File: src/rtl/hls_pkg.sv
// shared types, constants and helpers for the header line splitter
package hls_pkg;

  localparam int NAME_MAX_DEF   = 32;
  localparam int RETURN_MAX_DEF = 8;

  localparam logic [7:0] CHAR_COLON = 8'h3a;
  localparam logic [7:0] CHAR_LF    = 8'h0a;
  localparam logic [7:0] CHAR_CR    = 8'h0d;
  localparam logic [7:0] CHAR_SPACE = 8'h20;

  typedef struct packed {
    logic [7:0] in_byte;
    logic       end_of_input;
  } hls_in_t;

  typedef struct packed {
    logic [7:0] out_byte;
    logic       byte_valid;
    logic       is_value;
    logic       field_done;
    logic       key_overflow;
    logic       last;
  } hls_out_t;

  // line parse mode
  typedef enum logic [2:0] {
    MODE_START   = 3'd0,
    MODE_NAME    = 3'd1,
    MODE_SKIP    = 3'd2,
    MODE_VALUE   = 3'd3,
    MODE_DISCARD = 3'd4
  } hls_mode_t;

  // sequencer state
  typedef enum logic [1:0] {
    SEQ_IDLE = 2'd0,
    SEQ_DUMP = 2'd1,
    SEQ_RETS = 2'd2
  } hls_seq_t;

  // source of the next result
  typedef enum logic [2:0] {
    OSEL_DONE   = 3'd0,
    OSEL_OVF    = 3'd1,
    OSEL_INBYTE = 3'd2,
    OSEL_NAME   = 3'd3,
    OSEL_CR     = 3'd4,
    OSEL_HELD   = 3'd5
  } hls_osel_t;

  typedef struct packed {
    logic      name_first;
    logic      name_append;
    logic      len_clear;
    logic      ret_inc;
    logic      ret_dec;
    logic      ret_clear;
    logic      idx_clear;
    logic      idx_inc;
    logic      hold_byte;
    logic      out_load;
    logic      out_last;
    hls_osel_t out_sel;
  } hls_cmd_t;

  typedef struct packed {
    logic line_end;
    logic is_colon;
    logic is_cr;
    logic is_print;
    logic len_full;
    logic ret_zero;
    logic ret_full;
    logic idx_last;
    logic out_free;
  } hls_sts_t;

  function automatic logic [7:0] to_lower(input logic [7:0] c);
    logic [7:0] r;
    r = c;
    if (c >= 8'h41 && c <= 8'h5a) begin
      r = c + 8'h20;
    end
    return r;
  endfunction

endpackage

File: src/rtl/hls_dp.sv
// datapath: name memory, length and return counters, output register
module hls_dp import hls_pkg::*; #(
  parameter int NAME_MAX   = NAME_MAX_DEF,
  parameter int RETURN_MAX = RETURN_MAX_DEF
) (
  input  logic     clk,
  input  logic     rst_n,
  input  hls_in_t  in_data,
  input  logic     out_stall,
  input  hls_cmd_t cmd,
  output hls_sts_t sts,
  output logic     out_valid,
  output hls_out_t out_data
);

  localparam int LW = $clog2(NAME_MAX + 1);
  localparam int AW = (NAME_MAX > 1) ? $clog2(NAME_MAX) : 1;
  localparam int RW = $clog2(RETURN_MAX + 1);

  logic [7:0]    name_mem [NAME_MAX];
  logic [7:0]    rd_data_r;
  logic [LW-1:0] len_r, len_nxt;
  logic [LW-1:0] idx_r, idx_nxt;
  logic [RW-1:0] ret_r, ret_nxt;
  logic [7:0]    held_r;
  logic          out_valid_r, out_valid_nxt;
  hls_out_t      out_data_r, out_data_nxt;
  logic [AW-1:0] wr_addr, rd_addr;
  logic          wr_en;

  assign sts.line_end = in_data.end_of_input || (in_data.in_byte == CHAR_LF);
  assign sts.is_colon = in_data.in_byte == CHAR_COLON;
  assign sts.is_cr    = in_data.in_byte == CHAR_CR;
  assign sts.is_print = in_data.in_byte > CHAR_SPACE;
  assign sts.len_full = len_r == LW'(NAME_MAX);
  assign sts.ret_zero = ret_r == '0;
  assign sts.ret_full = ret_r == RW'(RETURN_MAX);
  assign sts.idx_last = idx_r == (len_r - LW'(1));
  assign sts.out_free = !out_valid_r || !out_stall;

  always_comb begin
    len_nxt = len_r;
    if (cmd.len_clear) begin
      len_nxt = '0;
    end else if (cmd.name_first) begin
      len_nxt = LW'(1);
    end else if (cmd.name_append) begin
      len_nxt = len_r + LW'(1);
    end
  end

  always_comb begin
    ret_nxt = ret_r;
    if (cmd.ret_clear) begin
      ret_nxt = '0;
    end else if (cmd.ret_inc) begin
      ret_nxt = ret_r + RW'(1);
    end else if (cmd.ret_dec) begin
      ret_nxt = ret_r - RW'(1);
    end
  end

  always_comb begin
    idx_nxt = idx_r;
    if (cmd.idx_clear) begin
      idx_nxt = '0;
    end else if (cmd.idx_inc) begin
      idx_nxt = idx_r + LW'(1);
    end
  end

  // the read port follows the next index, so rd_data_r matches idx_r
  assign rd_addr = (idx_nxt < LW'(NAME_MAX)) ? idx_nxt[AW-1:0] : '0;
  assign wr_en   = cmd.name_first || cmd.name_append;
  assign wr_addr = cmd.name_first ? '0 : len_r[AW-1:0];

  always_ff @(posedge clk) begin
    if (wr_en) begin
      name_mem[wr_addr] <= in_data.in_byte;
    end
    rd_data_r <= name_mem[rd_addr];
  end

  always_comb begin
    out_data_nxt = '0;
    out_data_nxt.last = cmd.out_last;
    case (cmd.out_sel)
      OSEL_DONE: begin
        out_data_nxt.field_done = 1'b1;
      end
      OSEL_OVF: begin
        out_data_nxt.key_overflow = 1'b1;
      end
      OSEL_INBYTE: begin
        out_data_nxt.out_byte   = in_data.in_byte;
        out_data_nxt.byte_valid = 1'b1;
        out_data_nxt.is_value   = 1'b1;
      end
      OSEL_NAME: begin
        out_data_nxt.out_byte   = to_lower(rd_data_r);
        out_data_nxt.byte_valid = 1'b1;
      end
      OSEL_CR: begin
        out_data_nxt.out_byte   = CHAR_CR;
        out_data_nxt.byte_valid = 1'b1;
        out_data_nxt.is_value   = 1'b1;
      end
      OSEL_HELD: begin
        out_data_nxt.out_byte   = held_r;
        out_data_nxt.byte_valid = 1'b1;
        out_data_nxt.is_value   = 1'b1;
      end
      default: begin
        out_data_nxt.field_done = 1'b1;
      end
    endcase
  end

  always_comb begin
    if (cmd.out_load) begin
      out_valid_nxt = 1'b1;
    end else if (!out_stall) begin
      out_valid_nxt = 1'b0;
    end else begin
      out_valid_nxt = out_valid_r;
    end
  end

  always_ff @(posedge clk) begin
    if (!rst_n) begin
      len_r       <= '0;
      idx_r       <= '0;
      ret_r       <= '0;
      out_valid_r <= 1'b0;
    end else begin
      len_r       <= len_nxt;
      idx_r       <= idx_nxt;
      ret_r       <= ret_nxt;
      out_valid_r <= out_valid_nxt;
    end
  end

  always_ff @(posedge clk) begin
    if (cmd.out_load) begin
      out_data_r <= out_data_nxt;
    end
    if (cmd.hold_byte) begin
      held_r <= in_data.in_byte;
    end
  end

  assign out_valid = out_valid_r;
  assign out_data  = out_data_r;

endmodule

File: src/rtl/hls_ctrl.sv
// controller: line parse mode and result sequencer
module hls_ctrl import hls_pkg::*; (
  input  logic     clk,
  input  logic     rst_n,
  input  logic     in_valid,
  output logic     in_stall,
  input  hls_sts_t sts,
  output hls_cmd_t cmd
);

  hls_seq_t  seq_r, seq_nxt;
  hls_mode_t mode_r, mode_nxt;
  logic      accept;

  assign accept   = (seq_r == SEQ_IDLE) && in_valid && sts.out_free;
  assign in_stall = !((seq_r == SEQ_IDLE) && sts.out_free);

  // next state
  always_comb begin
    seq_nxt  = seq_r;
    mode_nxt = mode_r;
    case (seq_r)
      SEQ_IDLE: begin
        if (accept) begin
          if (sts.line_end) begin
            mode_nxt = MODE_START;
          end else begin
            case (mode_r)
              MODE_NAME: begin
                if (sts.is_colon) begin
                  mode_nxt = MODE_SKIP;
                  seq_nxt  = SEQ_DUMP;
                end else if (sts.len_full) begin
                  mode_nxt = MODE_DISCARD;
                end
              end
              MODE_SKIP: begin
                if (sts.is_print) begin
                  mode_nxt = MODE_VALUE;
                end
              end
              MODE_VALUE: begin
                if (!sts.is_cr && !sts.ret_zero) begin
                  seq_nxt = SEQ_RETS;
                end
              end
              MODE_DISCARD: begin
                mode_nxt = MODE_DISCARD;
              end
              default: begin
                if (sts.is_print) begin
                  mode_nxt = sts.is_colon ? MODE_DISCARD : MODE_NAME;
                end
              end
            endcase
          end
        end
      end
      SEQ_DUMP: begin
        if (sts.out_free && sts.idx_last) begin
          seq_nxt = SEQ_IDLE;
        end
      end
      SEQ_RETS: begin
        if (sts.out_free && sts.ret_zero) begin
          seq_nxt = SEQ_IDLE;
        end
      end
      default: begin
        seq_nxt = SEQ_IDLE;
      end
    endcase
  end

  // commands
  always_comb begin
    cmd = '0;
    case (seq_r)
      SEQ_IDLE: begin
        if (accept) begin
          if (sts.line_end) begin
            if (mode_r == MODE_SKIP || mode_r == MODE_VALUE) begin
              cmd.out_load = 1'b1;
              cmd.out_last = 1'b1;
              cmd.out_sel  = OSEL_DONE;
            end
            cmd.len_clear = 1'b1;
            cmd.ret_clear = 1'b1;
          end else begin
            case (mode_r)
              MODE_NAME: begin
                if (sts.is_colon) begin
                  cmd.idx_clear = 1'b1;
                  cmd.ret_clear = 1'b1;
                end else if (sts.len_full) begin
                  cmd.out_load = 1'b1;
                  cmd.out_last = 1'b1;
                  cmd.out_sel  = OSEL_OVF;
                end else begin
                  cmd.name_append = 1'b1;
                end
              end
              MODE_SKIP: begin
                if (sts.is_print) begin
                  cmd.out_load = 1'b1;
                  cmd.out_last = 1'b1;
                  cmd.out_sel  = OSEL_INBYTE;
                end
              end
              MODE_VALUE: begin
                if (sts.is_cr) begin
                  cmd.ret_inc = !sts.ret_full;
                end else if (sts.ret_zero) begin
                  cmd.out_load = 1'b1;
                  cmd.out_last = 1'b1;
                  cmd.out_sel  = OSEL_INBYTE;
                end else begin
                  cmd.hold_byte = 1'b1;
                end
              end
              MODE_DISCARD: begin
                cmd = '0;
              end
              default: begin
                cmd.name_first = sts.is_print && !sts.is_colon;
              end
            endcase
          end
        end
      end
      SEQ_DUMP: begin
        if (sts.out_free) begin
          cmd.out_load = 1'b1;
          cmd.out_last = sts.idx_last;
          cmd.out_sel  = OSEL_NAME;
          cmd.idx_inc  = 1'b1;
        end
      end
      SEQ_RETS: begin
        if (sts.out_free) begin
          cmd.out_load = 1'b1;
          if (sts.ret_zero) begin
            cmd.out_last = 1'b1;
            cmd.out_sel  = OSEL_HELD;
          end else begin
            cmd.out_sel = OSEL_CR;
            cmd.ret_dec = 1'b1;
          end
        end
      end
      default: begin
        cmd = '0;
      end
    endcase
  end

  always_ff @(posedge clk) begin
    if (!rst_n) begin
      seq_r  <= SEQ_IDLE;
      mode_r <= MODE_START;
    end else begin
      seq_r  <= seq_nxt;
      mode_r <= mode_nxt;
    end
  end

endmodule

File: src/rtl/header_line_splitter_top.sv
// top level of the header line splitter
//
// in channel: one header byte (or an end-of-input mark) per request, valid/stall.
// out channel: each result is a name byte (lowercased), a value byte,
// a field_done marker or a key_overflow marker; last flags the final result
// caused by an input request. Requests that cause nothing give no result.
// A single result sits in the output register the cycle after the request that
// causes it; a name dump or a run of held returns is sent from the sequencer
// state entered after it. One request per cycle is taken while each causes at
// most one result and the output is free. A colon ending a name stalls the input
// while the buffered name bytes (up to NAME_MAX) are read out, one a cycle when
// the output is free; a value byte after held returns stalls it until all are out.
// The input is also stalled whenever the output register is full and stalled,
// so a stalling receiver backs up to the sender with no loss.
// Reset (rst_n low, synchronous) empties the output register and returns the
// parser to line start; the name buffer needs no clearing.
module header_line_splitter_top import hls_pkg::*; #(
  parameter int NAME_MAX   = NAME_MAX_DEF,
  parameter int RETURN_MAX = RETURN_MAX_DEF
) (
  input  logic     clk,
  input  logic     rst_n,
  input  logic     in_valid,
  output logic     in_stall,
  input  hls_in_t  in_data,
  output logic     out_valid,
  input  logic     out_stall,
  output hls_out_t out_data
);

  hls_cmd_t cmd;
  hls_sts_t sts;

  hls_ctrl u_ctrl (
    .clk      (clk),
    .rst_n    (rst_n),
    .in_valid (in_valid),
    .in_stall (in_stall),
    .sts      (sts),
    .cmd      (cmd)
  );

  hls_dp #(
    .NAME_MAX   (NAME_MAX),
    .RETURN_MAX (RETURN_MAX)
  ) u_dp (
    .clk       (clk),
    .rst_n     (rst_n),
    .in_data   (in_data),
    .out_stall (out_stall),
    .cmd       (cmd),
    .sts       (sts),
    .out_valid (out_valid),
    .out_data  (out_data)
  );

  // no new request while a result is stuck in the output register
  a_stall_when_full: assert property (@(posedge clk) disable iff (!rst_n)
    (out_valid && out_stall) |-> in_stall)
    else $error("request taken while output register blocked");

  a_done_no_byte: assert property (@(posedge clk) disable iff (!rst_n)
    (out_valid && (out_data.field_done || out_data.key_overflow)) |->
      (!out_data.byte_valid && out_data.last))
    else $error("marker result carries a byte or is not last");

  // a request accepted with the output free either yields its result or nothing
  a_one_load: assert property (@(posedge clk) disable iff (!rst_n)
    (in_valid && !in_stall) |=> (!out_valid || out_data.last ||
      (out_data.byte_valid && !out_data.field_done)))
    else $error("unexpected result after request");

endmodule

File: config.mk
export PLATFORM = sky130hd
export DESIGN_NAME = header_line_splitter_top
export DESIGN_NICKNAME = d
export VERILOG_FILES = /design/src/rtl/hls_pkg.sv /design/src/rtl/hls_dp.sv /design/src/rtl/hls_ctrl.sv /design/src/rtl/header_line_splitter_top.sv
export SDC_FILE = /design/constraint.sdc
export NUM_CORES = 1
export LEC_CHECK = 0
export ABC_AREA = 0
export BUFFER_PORTS_ARGS = -buffer_cell sky130_fd_sc_hd__buf_4
export CAP_MARGIN = 0
export CORE_MARGIN = 10
export CORE_UTILIZATION = 30
export CTS_CLUSTER_DIAMETER = 40
export CTS_CLUSTER_SIZE = 12
export DETAILED_ROUTE_END_ITERATION = 6
export PLACE_DENSITY = 0.54
export SLEW_MARGIN = 20
export SYNTH_ARGS = -nofsm -noshare
export SYNTH_HDL_FRONTEND = slang
export SYNTH_SLANG_ARGS = --single-unit
File: constraint.sdc
create_clock -name clk -period 6.7 [get_ports clk]
set_clock_uncertainty 0.15 [all_clocks]
set_input_delay 0.67 -clock clk [delete_from_list [all_inputs] [get_ports clk]]
set_output_delay 0.67 -clock clk [all_outputs]
set_load 0.01 [all_outputs]
==> results of run 1 <==
[layer usage]
metal | track usage (%) | vias to the layer above | part of all wire [%]
met5 | 0 | - | 0
met1 | 18.1 | 4002 | 45
li1 | - | 3693 | -
met2 | 20.9 | 271 | 46
met4 | 4.07 | 0 | 2.2
met3 | 2.89 | 54 | 6.6
[sequential cells by signal, summed over array words and instances, names as in the netlist]
register / flops
u_dp.out_valid: 1
u_dp.idx_r: 6
u_dp.ret_r: 4
u_dp.len_r: 6
u_dp.name_mem: 256
u_ctrl.seq_r: 2
u_dp.held_r: 8
u_ctrl.mode_r: 3
u_dp.rd_data_r: 8
u_dp.out_data: 13
[logic make-up (layout without fill, tap and decap cells)]
kind of cell             Yosys count  count (layout)  synth area share [%]
AO/OA/AOI/OAI                    219             219                  11.6
XOR/XNOR                          25              25                  1.77
adder cells (fa/ha/maj)            9               9                 0.919
buffers and inverters             60             137                  2.10
flip-flops                       307             307                  69.7
multiplexers                      57              57                  4.51
AND/OR/NAND/NOR                  247             247                  9.44
[final timing paths]
check | start | endpoint | slack [ns] | cells after the start
max | in_data[3] | u_dp.name_mem[2][6]$_DFFE_PP_ | 2.51 | 7
min reg2reg | u_dp.held_r[5]$_DFFE_PP_ | u_dp.out_data[10]$_DFFE_PP_ | 0.37 | 2
max reg2reg | u_ctrl.mode_r[0]$_SDFFE_PN0P_ | u_dp.name_mem[2][6]$_DFFE_PP_ | 2.60 | 5
min | rst_n | u_dp.out_valid$_SDFFE_PN0P_ | 0.28 | 2
[cell type report]
type	count	area, um^2	share of cell area (%)
Sequential cell	307	8920	59.0
Clock buffer	49	1140	7.55
Tap cell	539	674	4.46
Clock inverter	32	384	2.54
Timing Repair Buffer	42	315	2.09
Multi-Input combinational cell	557	3630	24.0
Inverter	14	52.6	0.348
[worst max-delay path, cell delays in order]
cell      delay, ns
buf_4          0.39
and4bb_2       0.34
and4_1         0.24
or3b_2         0.49
nor2b_1        0.53
nand3_1        0.65
nor2_1         0.83
[power by group through the flow]
stage	Combinational, mW	Clock [mW]	Sequential (mW)
floorplan	0.0334	0	2.13
global placement	0.0876	0	2.14
detailed placement	0.0889	0	2.14
CTS	0.0889	2.42	2.10
global route	0.0959	2.50	2.10
finish	0.0883	2.37	2.10
[Yosys cell counts, types with 3 or more instances]
| cell | n | area share (%) |
|---|---|---|
| a21o_1 | 4 | 0.23 |
| nor3b_1 | 7 | 0.41 |
| o221ai_1 | 9 | 0.62 |
| buf_6 | 3 | 0.26 |
| ha_1 | 7 | 0.68 |
| a211oi_1 | 3 | 0.18 |
| a221oi_1 | 13 | 0.89 |
| buf_2 | 16 | 0.63 |
| nand4_1 | 7 | 0.34 |
| a2bb2oi_1 | 4 | 0.27 |
| a221o_1 | 9 | 0.70 |
| o2bb2ai_1 | 3 | 0.21 |
| mux2i_1 | 52 | 4.1 |
| nor3_1 | 10 | 0.39 |
| nor2b_1 | 8 | 0.39 |
| a31oi_1 | 9 | 0.44 |
| mux2_2 | 5 | 0.44 |
| o21a_1 | 5 | 0.29 |
| o211ai_1 | 12 | 0.70 |
| or3_1 | 3 | 0.15 |
| nand3_1 | 31 | 1.2 |
| or4_1 | 3 | 0.18 |
| a221oi_2 | 4 | 0.47 |
| a222oi_1 | 3 | 0.23 |
| nand4b_1 | 4 | 0.27 |
| clkbuf_1 | 25 | 0.73 |
| nand2b_1 | 4 | 0.20 |
| nor4_1 | 4 | 0.20 |
| o22ai_1 | 19 | 0.93 |
| a21oi_1 | 66 | 2.6 |
| edfxtp_1 | 277 | 65 |
| o21ai_1 | 4 | 0.16 |
| o21ai_0 | 28 | 1.1 |
| xnor2_1 | 14 | 0.96 |
| dfxtp_1 | 30 | 4.7 |
| nor2_1 | 71 | 2.1 |
| inv_1 | 14 | 0.41 |
| xor2_1 | 10 | 0.68 |
| nand2_1 | 74 | 2.2 |
| a22oi_1 | 8 | 0.47 |
[through the flow]
stage	setup slack [ns]	cells	instance area (um^2)	hold slack [ns]	util [%]
6_report	2.51	1540	15100	0.278	36.0
5_1_grt	2.26	1540	15100	0.268	36.0
4_1_cts	2.51	1540	15100	0.262	36.0
3_5_place_dp	1.92	1459	13600	0.365	32.3
3_3_place_gp	2.03	1459	13600	0.372	32.3
2_1_floorplan	3.53	924	12800	0.345	-
==> impl_metrics.yaml, run 1 <==
run_status:
  outcome: "finished, final reports clean"
synthesis:
  ys.flop_type: "edfxtp_1"
  syn_nets: 945
  synth-edff-count: 277
  synthCells: 924
  syn_area_per_cell_um2: 13.9
  syn_area_um2: 12800
  ys_types: 76
  yosysSeqAreaShare_pct: 69.7
  synthArstFlopShare_pct: 0
  synth_seq_cells: 307
  synth_warnings: 0
worst_setup_path:
  worstPathRequired_ns: 6.70
  critPathLaunchType: "input pin"
  cp.arrival_ns: 4.19
  crit_path_end_kind: "flip-flop"
  cp_max_fo: 38
  critical_path_class: "input pin to flip-flop"
layout:
  area_delta_synth_final_pct: 18.1
  drive_gt1_share_pct: 14.0
  insertedDiodeCount: 0
  n_fill_cell: 4035
  final_cell_mix: "277 x edfxtp_1, 74 x nand2_1, 70 x nor2_1"
  layout_commonest_cell: "edfxtp_1"
  layout.nets: 987
sta:
  fin_crit_ns: 4.19
  hold_violations: 0
  max_freq_mhz: 238
  rsz0062_at_grt: "no"
  finalMaxSlewViolations: 0
  min_period_over_period_pct: 62.6
  slew_headroom_pct: 27.7
  setup_viol: 0
  worst_slew_pin_slew_ns: 1.08
  tns_ns: 0
power:
  p_leak_nw: 5.20
  p_comb_share_pct: 1.9
  powerDensity_nw_per_um2: 302
  seq_power_share_pct: 46.0
  clkPwrFrac_pct: 52.0
  max-vdd-ir-drop_mv: 0.159
  p_int_mw: 3.63
  switchingPower_uw: 937
  p_sw_share_pct: 20.5
  p_total_mw: 4.56
grt:
  grt_overflow: 0
  grt_pass1_wl_mm: 51.4
  grt.total_usage_pct: 13.3
  antenna_found_initial: 0
  grt_max_degree: 40
  grt_pass1_vias: 8070
cts:
  cts.sinks: 307
  h-tree-depth: 2
  clock_latency_ns: 0.55
  path_clk_slew_ns: 0.05
  cts_setup_buffers: 0
  cts_tree: "yes"
  cts_buffer_depth: 3
  cts_buffers: 44
  cts_root_buffer: "clkbuf_16"
  holdBufCountCts: 0
  cts_resized: 0
placement:
  dp_hpwl_mm: 21.8
  finalWeightedCongestion: 0.857
  port_buffers: 27
die:
  die_w_um: 227
  placementRows: 75
  die_h_um: 227
  die_area_um2: 51300
  io_pins: 28
  core-area_um2: 42000
  start_util_pct: 30.4
routing:
  drtIter0Drc: 744
  avgRoutedWirePerCell_um: 22.3
  wl_mm: 34.3
  ant_nets: 0
  vias_per_cell: 5.21
  first_pass_iters: 5
  drc_errors: 0
  vias: 8020
min_path:
  hold_class: "input pin to flip-flop"
run:
  cap_violations: 0
Note: power is estimated with default switching activity, not from simulation.
==> run 2: changes to the inputs <==
- clock period: 6.7 -> 4 ns (I/O delays scaled with it)
==> run 2 against run 1 <==
Net effect:
- final cell count rose by 3.9%
- sequential share of layout area is 1.6 points lower
- setup slack got worse by 1.9 ns
- hold slack worse by 0.21 ns
- non-clock buffer count is 61 higher
- sequential power up 68%
- first-iteration DRC count decreased by 7.7%
- core utilization rose by 1.0 points
- cell area increased by 2.9%
==> impl_metrics.yaml, run 2 (synthesized netlist as in run 1, its figures left out) <==
run_status:
  outcome: "finished, final reports clean"
cts:
  cts_root_buffer: "clkbuf_16"
  cts_tree: "yes"
  cts.sinks: 307
  cts_buffers: 46
  holdBufCountCts: 1
  cts_setup_buffers: 0
  h-tree-depth: 2
  clock_latency_ns: 0.55
  cts_buffer_depth: 3
  path_clk_slew_ns: 0.06
  cts_resized: 0
placement:
  port_buffers: 27
  dp_hpwl_mm: 24.2
  finalWeightedCongestion: 0.905
  placed_area_um2: 14100
layout:
  insertedDiodeCount: 0
  largest_register: "u_dp.name_mem"
  layout.nets: 1050
  area_delta_synth_final_pct: 21.5
  fin_area_um2: 15600
  final_cell_mix: "277 x edfxtp_1, 100 x buf_4, 74 x nand2_1"
  layout_commonest_cell: "edfxtp_1"
  drive_gt1_share_pct: 18.9
  largest_reg_flops: 256
routing:
  ant_nets: 0
  first_pass_iters: 6
  vias: 8383
  avgRoutedWirePerCell_um: 22.5
  drc_errors: 0
  wl_mm: 35.9
  drtIter0Drc: 687
  vias_per_cell: 5.24
worst_setup_path:
  worstPathRequired_ns: 4.25
  cp_max_fo: 13
  ff2ff_path_depth: 8
  crit_path_end_kind: "flip-flop"
  reg2reg_slack_ns: 0.64
  critical_path_class: "flip-flop to flip-flop"
  cp.arrival_ns: 3.61
  critPathLaunchType: "flip-flop"
grt:
  grt_pass1_vias: 8372
  antenna_found_initial: 1
  grt_overflow: 0
  grt.met3_usage_pct: 2.86
  grt_util_met1_pct: 18.5
  grt_max_degree: 38
  use_met2_pct: 21.5
  busiest_layer: "met2"
  grt_pass1_wl_mm: 53.6
  grt.total_usage_pct: 13.9
die:
  io_pins: 28
  start_util_pct: 30.4
  die_h_um: 227
  die_w_um: 227
  die_area_um2: 51300
  core-area_um2: 42000
  placementRows: 75
min_path:
  hold_path_depth: 1
  hold_class: "input pin to flip-flop"
power:
  p_leak_nw: 5.51
  powerDensity_nw_per_um2: 482
  max-vdd-ir-drop_mv: 0.406
sta:
  tns_ns: 0
  fin_crit_ns: 3.36
  hold_violations: 0
  rsz0062_at_grt: "no"
  min_period_over_period_pct: 84.0
  setup_viol: 0
  worst_slew_pin_slew_ns: 0.750
  finalMaxSlewViolations: 0
  slew_headroom_pct: 49.5
  max_freq_mhz: 298
run:
  cap_violations: 0
==> run 2: metrics by stage <==
step | hold slack, ns | utilization [%] | std cells | power, mW | setup slack [ns]
after floorplan | 0.345 | - | 924 | 3.63 | 1.10
after global placement | 0.377 | 33.5 | 1519 | 3.73 | 0.453
after detailed placement | 0.402 | 33.5 | 1519 | 3.73 | 0.536
after CTS | 0.0555 | 37.0 | 1600 | 7.56 | 0.703
after global routing | 0.0636 | 37.0 | 1600 | 7.71 | 0.393
final | 0.0692 | 37.0 | 1600 | 7.49 | 0.641
==> run 2: final cells by class <==
| class | count | area, um^2 |
|---|---|---|
| Timing Repair Buffer | 103 | 801 |
| Sequential cell | 307 | 8920 |
| Clock buffer | 50 | 1190 |
| Multi-Input combinational cell | 557 | 3630 |
| Clock inverter | 30 | 283 |
| Fill cell | 4023 | 26500 |
| Inverter | 14 | 52.6 |
| Tap cell | 539 | 674 |
==> run 2: per-layer routing <==
metal | vias to the layer above | routed length (um)
met2 | 293 | 16500
met5 | - | 0
li1 | 3823 | -
met1 | 4183 | 15800
met4 | 0 | 1370
met3 | 84 | 2320
==> run 2: critical path: stages, from the launching register on <==
cell      delay [ns]
dfxtp_1         0.59
nor3b_1         0.44
nand2_1         0.12
or4_4           0.51
nand3_2         0.31
mux2i_1         0.22
mux2i_1         0.09
o21ai_0         0.60
nand4b_1        0.17
==> run 2: final timing paths <==
| kind | start | endpoint |
|---|---|---|
| hold reg to reg | u_dp.ret_r[2]$_SDFFE_PP0P_ | u_dp.ret_r[2]$_SDFFE_PP0P_ |
| setup / recovery | u_ctrl.mode_r[0]$_SDFFE_PN0P_ | u_dp.rd_data_r[3]$_DFF_P_ |
| setup reg to reg | u_ctrl.mode_r[0]$_SDFFE_PN0P_ | u_dp.rd_data_r[3]$_DFF_P_ |
| hold / removal | in_data[1] | u_dp.name_mem[5][0]$_DFFE_PP_ |
==> run 2: power by group <==
part	internal [mW]	switching, mW	total (mW)	leakage, nW
clock network	2.35	1.47	3.82	0.711
registers	3.50	0.0122	3.52	2.77
logic	0.0420	0.112	0.154	2.03
total	5.90	1.59	7.49	5.51
==> run 3: changes to the inputs <==
- PLACE_DENSITY: 0.54 -> 0.56
- clock period: 4 -> 2.8 ns (I/O delays scaled with it)
==> run 3 against run 2 <==
Net effect:
- power grew 42%
- first-iteration DRC count down 8.7%
- combinational power rose by 75%
- via count is 3.1% higher
- die area stayed put
- final cell count is 7.6% higher
- hold slack gained 0.023 ns
- sequential share of layout area decreased by 4.1 points
- critical path depth increased by 2
- maximum frequency is 23% higher
- critical endpoint is now u_dp.rd_data_r[1]$_DFF_P_
==> impl_metrics.yaml, run 3 (synthesized netlist as in run 1, its figures left out) <==
grt:
  grt_pass1_vias: 8782
  grt_pass1_wl_mm: 54.3
  grt_overflow: 0
  grt.total_usage_pct: 14.0
  antenna_found_initial: 0
  grt_max_degree: 35
cts:
  path_clk_slew_ns: 0.06
  cts_buffers: 44
  clock_latency_ns: 0.54
  cts.sinks: 307
  h-tree-depth: 2
  cts_root_buffer: "clkbuf_16"
  cts_buffer_depth: 3
  cts_tree: "yes"
layout:
  final_core_util_pct: 39.9
  final_cell_mix: "277 x edfxtp_1, 206 x buf_4, 71 x nand2_1"
  drive_gt1_share_pct: 30.0
  insertedDiodeCount: 0
  largest_register: "u_dp.name_mem"
  area_delta_synth_final_pct: 31.0
  layout.nets: 1170
  largest_reg_flops: 256
  layout_commonest_cell: "edfxtp_1"
worst_setup_path:
  worstPathRequired_ns: 3.13
  critical_path_class: "flip-flop to flip-flop"
  cp_max_fo: 6
  crit_path_end_kind: "flip-flop"
  cp.arrival_ns: 3.05
  critPathLaunchType: "flip-flop"
die:
  die_area_um2: 51300
  die_w_um: 227
  core-area_um2: 42000
  placementRows: 75
  start_util_pct: 30.4
  die_h_um: 227
  io_pins: 28
sta:
  setup_viol: 0
  fin_crit_ns: 2.72
  worst_slew_pin_slew_ns: 0.759
  max_freq_mhz: 368
  slew_headroom_pct: 49.2
  min_period_over_period_pct: 97.2
  finalMaxSlewViolations: 0
  tns_ns: 0
  hold_violations: 0
  rsz0062_at_grt: "yes"
power:
  max-vdd-ir-drop_mv: 0.329
  powerDensity_nw_per_um2: 634
  p_leak_nw: 6.16
placement:
  port_buffers: 27
  dp_hpwl_mm: 25.4
  finalWeightedCongestion: 0.888
routing:
  ant_nets: 0
  avgRoutedWirePerCell_um: 21.1
  first_pass_iters: 4
  drc_errors: 0
  vias: 8647
  wl_mm: 36.3
  drtIter0Drc: 627
  vias_per_cell: 5.02
run:
  cap_violations: 0
run_status:
  outcome: "finished, final reports clean"
min_path:
  hold_class: "input pin to flip-flop"
-- run 3: cell count changes in the layout (fill, tap and decap cells not counted), sizes merged --
cell / delta
buf: +122
clkbuf: -1
clkinv: -3
clkinvlp: +3
-- run 3: metrics by stage --
| stage | std cells | worst slack, ns | hold slack (ns) | instance area, um^2 | total power, mW |
|---|---|---|---|---|---|
| final | 1721 | 0.0797 | 0.0925 | 16800 | 10.6 |
| after global routing | 1721 | -0.0200 | 0.0741 | 16800 | 10.9 |
| after CTS | 1720 | 0.00240 | 0.0645 | 16600 | 10.7 |
| after detailed placement | 1639 | -0.275 | 0.387 | 15100 | 5.38 |
| after global placement | 1639 | -0.270 | 0.375 | 15100 | 5.38 |
| after floorplan | 924 | 0.0298 | 0.229 | 12800 | 5.19 |
-- run 3: cell type report --
cell class / count / area (um^2)
fill: 3936 / 25300
sequential: 307 / 8920
multi-input combinational: 557 / 3810
timing repair buffer: 225 / 1870
clock buffer: 49 / 1140
tap: 539 / 674
clock inverter: 30 / 285
inverter: 14 / 52.6
-- run 3: what timing repair did --
action                                 CTS  global route
pin swaps                                2            10
resized for setup                       12            41
cloned                                   0             1
setup endpoints to repair                8           249
hold buffers                             1             0
setup buffers                            1             0
endpoints found under the hold margin   12             0
-- run 3: final timing paths --
path | from | cells past startpoint | slack [ns] | end
worst min register to register | u_dp.ret_r[2]$_SDFFE_PP0P_ | 2 | 0.39 | u_dp.ret_r[2]$_SDFFE_PP0P_
worst max register to register | u_dp.out_valid$_SDFFE_PN0P_ | 10 | 0.08 | u_dp.rd_data_r[1]$_DFF_P_
worst max-delay path | u_dp.out_valid$_SDFFE_PN0P_ | 10 | 0.08 | u_dp.rd_data_r[1]$_DFF_P_
worst min-delay path | in_data[5] | 2 | 0.09 | u_dp.name_mem[20][4]$_DFFE_PP_
-- run 3: routing by layer --
layer	track usage [%]	wire, um	vias up
met5	0	0	-
met4	4.80	998	0
met3	3.50	2420	73
met2	21.8	16500	270
met1	18.6	16400	4246
li1	-	-	4058
-- run 3: worst max-delay path, cell delays in order (launching register included) --
cell       delay [ns]
dfxtp_1          0.33
and2_4           0.16
nor4_4           0.34
xnor2_1          0.19
buf_4            0.18
nand2_2          0.06
or3b_4           0.43
buf_4            0.16
a221oi_1         0.27
o2bb2ai_2        0.22
a221o_1          0.16
-- run 3: power breakdown --
part           switching (mW)  leakage (nW)  internal (mW)
registers              0.0140          2.77           5.00
clock network            2.08         0.674           3.25
logic                   0.174          2.72         0.0955
